$ cat config.mk
export PLATFORM = sky130hd
export DESIGN_NAME = yadif_line_deinterlace
export DESIGN_NICKNAME = d
export VERILOG_FILES = /design/src/hdl/yld_pkg.sv /design/src/hdl/yadif_line_deinterlace.sv
export SDC_FILE = /design/constraint.sdc
export NUM_CORES = 2
export LEC_CHECK = 0
export ABC_CLOCK_PERIOD_IN_PS = 19500
export BUFFER_PORTS_ARGS = -buffer_cell sky130_fd_sc_hd__buf_2
export CAP_MARGIN = 10
export CORE_UTILIZATION = 35
export DETAILED_ROUTE_END_ITERATION = 10
export PLACE_DENSITY_LB_ADDON = 0.15
export REMOVE_ABC_BUFFERS = 1
export SLEW_MARGIN = 20
export SYNTH_ARGS = -nofsm -noshare
export SYNTH_HDL_FRONTEND = slang
export SYNTH_SLANG_ARGS = --single-unit
$ cat constraint.sdc
create_clock -name clk -period 19.5 [get_ports clk]
set_input_delay 2.925 -clock clk [delete_from_list [all_inputs] [get_ports clk]]
set_output_delay 2.925 -clock clk [all_outputs]
set_load 0.02 [all_outputs]
$ cat src/hdl/yld_pkg.sv
`default_nettype none
// ----------------------------------------------------------------------------
// yld_pkg: shared definitions for the line deinterlacer
// Window geometry, row-width limits, register indexes and the temporal
// sample bundle that travels with each column.
// ----------------------------------------------------------------------------
package yld_pkg;

    localparam int MAX_WIDTH = 4096;
    localparam int MIN_WIDTH = 7;
    localparam int WIN       = 7;
    localparam int CEN       = 3;
    localparam int FIRST_OUT = 2 * CEN;
    localparam int TDEPTH    = 3;
    localparam int COL_W     = $clog2(MAX_WIDTH);
    localparam int ROW_W     = 13;
    localparam int CFG_IDX_W = 2;

    localparam logic [CFG_IDX_W-1:0] CFG_SPATIAL_CHECK = 2'd0;
    localparam logic [CFG_IDX_W-1:0] CFG_ROW_WIDTH     = 2'd1;

    localparam logic [ROW_W-1:0] ROW_WIDTH_RESET = 13'd720;

    typedef logic [7:0] pix_t;

    typedef struct packed {
        pix_t prev_mid;
        pix_t next_mid;
        pix_t prev_up2;
        pix_t prev_down2;
        pix_t next_up2;
        pix_t next_down2;
        pix_t pf_above;
        pix_t pf_below;
        pix_t nf_above;
        pix_t nf_below;
    } tfields_t;

    function automatic pix_t abs_diff(input pix_t a, input pix_t b);
        abs_diff = (a > b) ? (a - b) : (b - a);
    endfunction

endpackage
`default_nettype wire

$ cat src/hdl/yadif_line_deinterlace.sv
`default_nettype none
// ----------------------------------------------------------------------------
// yadif_line_deinterlace: edge-directed reconstruction of a missing line
// Seven-column spatial window, temporal clamp with optional spatial check.
// ----------------------------------------------------------------------------
// One column beat in, at most one pixel out, one beat per clock sustained
// while out_ready is high. A beat's window shift happens at acceptance;
// the direction search and temporal clamp run combinationally between the
// window registers and the output register, which loads the result once
// free (the pixel for input column n belongs to column n-3). Only input
// columns 6 through row_width-1 yield a pixel; the first six beats of each
// row fill the window and produce nothing. in_ready drops only while a
// computed pixel waits in the output register and another is pending behind
// it. row_width is clamped to 7..4096; cfg_ready is always high.
// ----------------------------------------------------------------------------
module yadif_line_deinterlace
    import yld_pkg::*;
(
    input  wire logic                 clk,
    input  wire logic                 rst_n,

    input  wire logic                 cfg_valid,
    output logic                      cfg_ready,
    input  wire logic [CFG_IDX_W-1:0] cfg_index,
    input  wire logic [ROW_W-1:0]     cfg_data,

    input  wire logic                 in_valid,
    output logic                      in_ready,
    input  wire logic [7:0]           above_pixel,
    input  wire logic [7:0]           below_pixel,
    input  wire logic [7:0]           temporal_prev_mid,
    input  wire logic [7:0]           temporal_next_mid,
    input  wire logic [7:0]           temporal_prev_up2,
    input  wire logic [7:0]           temporal_prev_down2,
    input  wire logic [7:0]           temporal_next_up2,
    input  wire logic [7:0]           temporal_next_down2,
    input  wire logic [7:0]           prev_frame_above,
    input  wire logic [7:0]           prev_frame_below,
    input  wire logic [7:0]           next_frame_above,
    input  wire logic [7:0]           next_frame_below,

    output logic                      out_valid,
    input  wire logic                 out_ready,
    output logic [7:0]                pixel_out
);

    logic                spatial_en_reg;
    logic [ROW_W-1:0]    row_width_reg;
    logic [COL_W-1:0]    count_reg;
    logic [COL_W-1:0]    count_next;
    logic                pend_reg;
    logic                pend_next;
    logic                out_valid_reg;
    logic                out_valid_next;
    pix_t                pixel_out_reg;

    pix_t                above_win_reg [WIN];
    pix_t                below_win_reg [WIN];
    tfields_t            tdelay_reg [TDEPTH];
    tfields_t            aligned_reg;
    tfields_t            cur_fields;

    logic                out_free;
    logic                in_acc;
    logic                calc_load;
    logic [ROW_W-1:0]    rw_m1;
    logic [COL_W-1:0]    last_col;
    pix_t                pixel_calc;

    assign cfg_ready = 1'b1;
    assign out_free  = !out_valid_reg || out_ready;
    assign in_ready  = !pend_reg || out_free;
    assign in_acc    = in_valid && in_ready;
    assign calc_load = pend_reg && out_free;
    assign out_valid = out_valid_reg;
    assign pixel_out = pixel_out_reg;

    assign cur_fields = '{prev_mid:   temporal_prev_mid,
                          next_mid:   temporal_next_mid,
                          prev_up2:   temporal_prev_up2,
                          prev_down2: temporal_prev_down2,
                          next_up2:   temporal_next_up2,
                          next_down2: temporal_next_down2,
                          pf_above:   prev_frame_above,
                          pf_below:   prev_frame_below,
                          nf_above:   next_frame_above,
                          nf_below:   next_frame_below};

    // effective last column of the row, after width clamping
    assign rw_m1 = row_width_reg - 1'b1;
    always_comb
    begin
        if (row_width_reg < ROW_W'(MIN_WIDTH))
        begin
            last_col = COL_W'(MIN_WIDTH - 1);
        end
        else if (row_width_reg > ROW_W'(MAX_WIDTH))
        begin
            last_col = COL_W'(MAX_WIDTH - 1);
        end
        else
        begin
            last_col = COL_W'(rw_m1);
        end
    end

    always_comb
    begin
        count_next     = count_reg;
        pend_next      = pend_reg;
        out_valid_next = out_valid_reg;
        if (calc_load)
        begin
            out_valid_next = 1'b1;
            pend_next      = 1'b0;
        end
        else if (out_ready)
        begin
            out_valid_next = 1'b0;
        end
        if (in_acc)
        begin
            pend_next  = (count_reg >= COL_W'(FIRST_OUT));
            count_next = (count_reg >= last_col) ? '0 : count_reg + 1'b1;
        end
    end

    always_ff @(posedge clk or negedge rst_n)
    begin
        if (!rst_n)
        begin
            spatial_en_reg <= 1'b1;
            row_width_reg  <= ROW_WIDTH_RESET;
            count_reg      <= '0;
            pend_reg       <= 1'b0;
            out_valid_reg  <= 1'b0;
        end
        else
        begin
            if (cfg_valid)
            begin
                case (cfg_index)
                    CFG_SPATIAL_CHECK: spatial_en_reg <= cfg_data[0];
                    CFG_ROW_WIDTH:     row_width_reg  <= cfg_data;
                    default:           ;
                endcase
            end
            count_reg     <= count_next;
            pend_reg      <= pend_next;
            out_valid_reg <= out_valid_next;
        end
    end

    // window, temporal delay line and result data carry no reset
    always_ff @(posedge clk)
    begin
        if (in_acc)
        begin
            for (int i = 0; i < WIN - 1; i++)
            begin
                above_win_reg[i] <= above_win_reg[i+1];
                below_win_reg[i] <= below_win_reg[i+1];
            end
            above_win_reg[WIN-1] <= above_pixel;
            below_win_reg[WIN-1] <= below_pixel;
            aligned_reg <= tdelay_reg[0];
            for (int i = 0; i < TDEPTH - 1; i++)
            begin
                tdelay_reg[i] <= tdelay_reg[i+1];
            end
            tdelay_reg[TDEPTH-1] <= cur_fields;
        end
        if (calc_load)
        begin
            pixel_out_reg <= pixel_calc;
        end
    end

    // direction search and temporal clamp for the center column
    logic [9:0]         score [5];
    pix_t               pred  [5];
    logic [9:0]         best;
    pix_t               spred;
    pix_t               c_pix;
    pix_t               e_pix;
    logic [8:0]         sum_d;
    logic [8:0]         sum_b;
    logic [8:0]         sum_f;
    logic [8:0]         sum_t1;
    logic [8:0]         sum_t2;
    logic signed [10:0] d_s;
    logic signed [10:0] b_s;
    logic signed [10:0] f_s;
    logic signed [10:0] c_s;
    logic signed [10:0] e_s;
    logic signed [10:0] td0;
    logic signed [10:0] td1;
    logic signed [10:0] td2;
    logic signed [10:0] diff;
    logic signed [10:0] hi;
    logic signed [10:0] lo;
    logic signed [10:0] pmax;
    logic signed [10:0] pmin;
    logic signed [10:0] pr_s;
    logic signed [10:0] res_s;

    always_comb
    begin
        for (int jj = 0; jj < 5; jj++)
        begin
            score[jj] = 10'(abs_diff(above_win_reg[CEN - 1 + jj - 2],
                                     below_win_reg[CEN - 1 - jj + 2]))
                      + 10'(abs_diff(above_win_reg[CEN + jj - 2],
                                     below_win_reg[CEN - jj + 2]))
                      + 10'(abs_diff(above_win_reg[CEN + 1 + jj - 2],
                                     below_win_reg[CEN + 1 - jj + 2]));
            pred[jj] = pix_t'((9'(above_win_reg[CEN + jj - 2])
                             + 9'(below_win_reg[CEN - jj + 2])) >> 1);
        end

        // center first, then left-leaning, then right-leaning directions
        best  = score[2];
        spred = pred[2];
        if (best > score[1])
        begin
            best  = score[1];
            spred = pred[1];
            if (best > score[0])
            begin
                best  = score[0];
                spred = pred[0];
            end
        end
        if (best > score[3])
        begin
            best  = score[3];
            spred = pred[3];
            if (best > score[4])
            begin
                best  = score[4];
                spred = pred[4];
            end
        end

        c_pix  = above_win_reg[CEN];
        e_pix  = below_win_reg[CEN];
        sum_d  = 9'(aligned_reg.prev_mid) + 9'(aligned_reg.next_mid);
        sum_b  = 9'(aligned_reg.prev_up2) + 9'(aligned_reg.next_up2);
        sum_f  = 9'(aligned_reg.prev_down2) + 9'(aligned_reg.next_down2);
        sum_t1 = 9'(abs_diff(aligned_reg.pf_above, c_pix))
               + 9'(abs_diff(aligned_reg.pf_below, e_pix));
        sum_t2 = 9'(abs_diff(aligned_reg.nf_above, c_pix))
               + 9'(abs_diff(aligned_reg.nf_below, e_pix));

        d_s = $signed({3'b000, sum_d[8:1]});
        b_s = $signed({3'b000, sum_b[8:1]});
        f_s = $signed({3'b000, sum_f[8:1]});
        c_s = $signed({3'b000, c_pix});
        e_s = $signed({3'b000, e_pix});
        td0 = $signed({3'b000, abs_diff(aligned_reg.prev_mid, aligned_reg.next_mid) >> 1});
        td1 = $signed({3'b000, sum_t1[8:1]});
        td2 = $signed({3'b000, sum_t2[8:1]});

        diff = (td0 > td1) ? td0 : td1;
        diff = (diff > td2) ? diff : td2;

        hi = ((d_s - e_s) > (d_s - c_s)) ? (d_s - e_s) : (d_s - c_s);
        pmin = ((b_s - c_s) < (f_s - e_s)) ? (b_s - c_s) : (f_s - e_s);
        hi = (hi > pmin) ? hi : pmin;
        lo = ((d_s - e_s) < (d_s - c_s)) ? (d_s - e_s) : (d_s - c_s);
        pmax = ((b_s - c_s) > (f_s - e_s)) ? (b_s - c_s) : (f_s - e_s);
        lo = (lo < pmax) ? lo : pmax;

        if (spatial_en_reg)
        begin
            diff = (diff > lo) ? diff : lo;
            diff = (diff > -hi) ? diff : -hi;
        end

        pr_s = $signed({3'b000, spred});
        if (pr_s > d_s + diff)
        begin
            res_s = d_s + diff;
        end
        else if (pr_s < d_s - diff)
        begin
            res_s = d_s - diff;
        end
        else
        begin
            res_s = pr_s;
        end
        pixel_calc = res_s[7:0];
    end

endmodule
`default_nettype wire

==> flow_summary.yaml <==
status:
  outcome: "completed"
sta:
  rsz0062_at_grt: "no"
  worst_slew_pin_slew_ns: 1.183
  max_freq_mhz: 60.14
  timing.slew.headroom_pct: 20.29
  skew_ns: 0.08119
  fin_crit_sh_pct: 85.27
  hold_viol_final: 0
  finalWorstPathRequiredPeriod_ns: 16.63
  finalSetupTns_ns: 0
  final_max_slew_viol_count: 0
  setup_viol: 0
floorplan:
  num_rows: 121
  initial_core_util_pct: 35.46
  die_y_um: 334.8
  top_level_ports: 127
  core_area_sq_um: 109300
  die_area_sq_um: 112100
  die_x_um: 334.8
setup_path:
  r2r-start: "above_win_reg[3][5]"
  r2r-end: "pixel_out[2]"
  critPathKind: "flop to flop"
  critPathBufInv: 4
  setup.worst_path.start_class: "flop"
  path_common_cell: "ha_1"
  cp.required_ns: 19.98
  endpoint_kind: "flop"
  cpMaxStageDelayCell: "a22oi_1"
  cp_top_family: "compound AO/OA/AOI/OAI gates"
  r2r_cells: 71
  regToRegSetupSlack_ns: 2.87
  crit_path_max_incr_delay_ns: 0.84
  crit_fanout: 15
  critPathArrivalTime_ns: 17.11
route:
  first_iter_violations: 1880
  routed_wl_mm: 109.0
  drc: 0
  dr.pass1.iters: 5
  antenna_left: 0
  routed_via_density: 5.119
  wire_per_inst_um: 20.56
  num_vias: 27130
clocking:
  cts_tree: "built"
  cts.hold.buffers_added: 0
  h-tree-depth: 2
  cts_buffers: 55
  clk_path_buf_depth: 3
  cts.clk_slew.worst_paths_ns: 0.07
  cts_sinks: 468
  post_cts_buffers: 0
  cts_root_buf: "clkbuf_16"
  insertion_delay_ns: 0.68
  cts_resized: 0
synth:
  syn-instance-count: 3647
  synthTopCellsByArea: "edfxtp_1, ha_1, fa_1, xnor2_1, inv_1"
  synth_top_area_share_pct: 34.09
  synth_ff_type: "edfxtp_1"
  syn_avg_cell_area_sq_um: 10.63
  yosysUniqueCellTypes: 99
  synth-edff-count: 440
  yosysWarnings: 0
  ys_async_sr_fraction_pct: 5.983
  synth-seq-cells: 468
  synth_top_area_cell: "edfxtp_1"
  synth.cell_area_sq_um: 38760
  synth-seq-area-share_pct: 35.91
global_route:
  grtUsageTotal_pct: 19.45
  antenna_found_initial: 5
  grt_pass1_vias: 27010
  grt_pass1_wl_mm: 165.5
  grt_overflow: 0
  grt_max_degree: 181
finish:
  fin_util_pct: 39.27
  multi_input_area_sq_um: 23120
  nets: 4587
  fillers: 10840
  syn2layout_area_growth_pct: 10.72
  drive_gt1_share_pct: 8.867
  largest_register_ff_count: 240
  seqCellArea_sq_um: 13920
place:
  hpwl_mm: 86.28
  numPortBuffers: 125
  gp_congestion: 0.9214
worst_hold_path:
  holdPathEnd: "aligned_reg[14]"
  holdPathStages: 0
  min_from: "tdelay_reg[0][14]"
  worstHoldPathType: "flop to flop"
run:
  drv_cap: 0
## logic make-up after synthesis
family | Yosys count | synth area share, %
AOI/OAI and AO/OA | 887 | 15.65
buffers and inverters | 455 | 4.477
other | 1 | 0.009674
and+or+nand+nor | 719 | 9.277
DFF | 468 | 35.91
muxes | 170 | 4.596
xor gates and xnor gates | 252 | 5.694
adders and majority gates | 695 | 24.39
## layout by cell type (no fill, tap or decap), types with 8 or more instances in the layout
cell / count
a211o_1: 9
a211oi_1: 35
a21o_1: 96
a21oi_1: 260
a221o_1: 28
a221oi_1: 38
and2_1: 10
and3_1: 13
buf_2: 125
buf_4: 19
clkbuf_1: 8
clkbuf_16: 55
clkinv_1: 16
dfrtp_1: 23
edfxtp_1: 440
fa_1: 101
ha_1: 594
inv_1: 379
mux2_2: 59
mux2i_1: 109
nand2_1: 173
nand2b_1: 53
nand3_1: 33
nand4_1: 64
nor2_1: 176
nor2b_1: 118
nor3_1: 29
o211ai_1: 16
o21a_1: 52
o21ai_0: 157
o21bai_1: 58
o22a_1: 19
o22ai_1: 12
o311ai_0: 8
o31a_1: 12
o31ai_1: 9
or3_1: 13
xnor2_1: 168
xor2_1: 84
## routing by layer
metal	GRT usage (%)	share of wire, %
met5	0	0
met4	4.877	2.2
met3	1.920	4.0
met2	32.94	47
met1	26.50	47
## layout make-up
class                   count  area share (%)
flip-flops and latches    468           32.43
multi-input cells        2724           53.86
clock buffers              63           3.277
diodes                      1        0.005830
clock inverters            41          0.9270
repair buffers            145           1.837
inverters                 382           3.358
well taps                1476           4.303
## worst max path at each step
stage,startpoint,to,slack [ns],depth (start not counted)
finish,above_win_reg[3][5],pixel_out[2],2.87,71
global route,above_win_reg[3][5],pixel_out[2],1.46,71
CTS,above_win_reg[3][5],pixel_out[2],3.05,71
detailed placement,above_win_reg[3][5],pixel_out[2],3.11,71
global placement,above_win_reg[3][5],pixel_out[1],2.84,72
floorplan,above_win_reg[3][1],pixel_out[2],4.33,71
## synth_stat cells (7+ instances only)
master    instances
mux2i_1         109
xor2_1           84
xnor2_1         168
a21oi_1         261
and2_1           10
fa_1            101
a221o_1          28
o211ai_1         16
nand4_1          64
a221oi_1         38
nor2_1          176
o21bai_1         58
o31ai_1           9
or2_2             7
edfxtp_1        440
o311ai_0          8
a211oi_1         35
o21a_1           52
mux2_2           59
a21o_1           96
a211o_1           9
buf_1            17
nor2b_1         118
and3_1           13
o22ai_1          12
nor3_1           30
nand3_1          33
o22a_1           19
clkbuf_1         50
nand2_1         173
inv_1           380
o31a_1           12
ha_1            594
nand2b_1         53
dfrtp_1          23
o21ai_0         157
or3_1            13
## per-stage QoR
| step | setup slack, ns | instances | hold slack [ns] | area (sq um) |
|---|---|---|---|---|
| after global placement | 2.839 | 5195 | 0.4004 | 41110 |
| final | 2.871 | 5300 | 0.3879 | 42920 |
| after floorplan | 4.328 | 3574 | 0.4003 | 38460 |
| after global routing | 1.464 | 5299 | 0.4108 | 42920 |
| after detailed placement | 3.107 | 5195 | 0.4045 | 41110 |
| after CTS | 3.045 | 5299 | 0.3982 | 42920 |
Power is left out: the tool's default activity adds up to more than one toggle a clock period on the data nets, which glitch-free logic cannot reach.
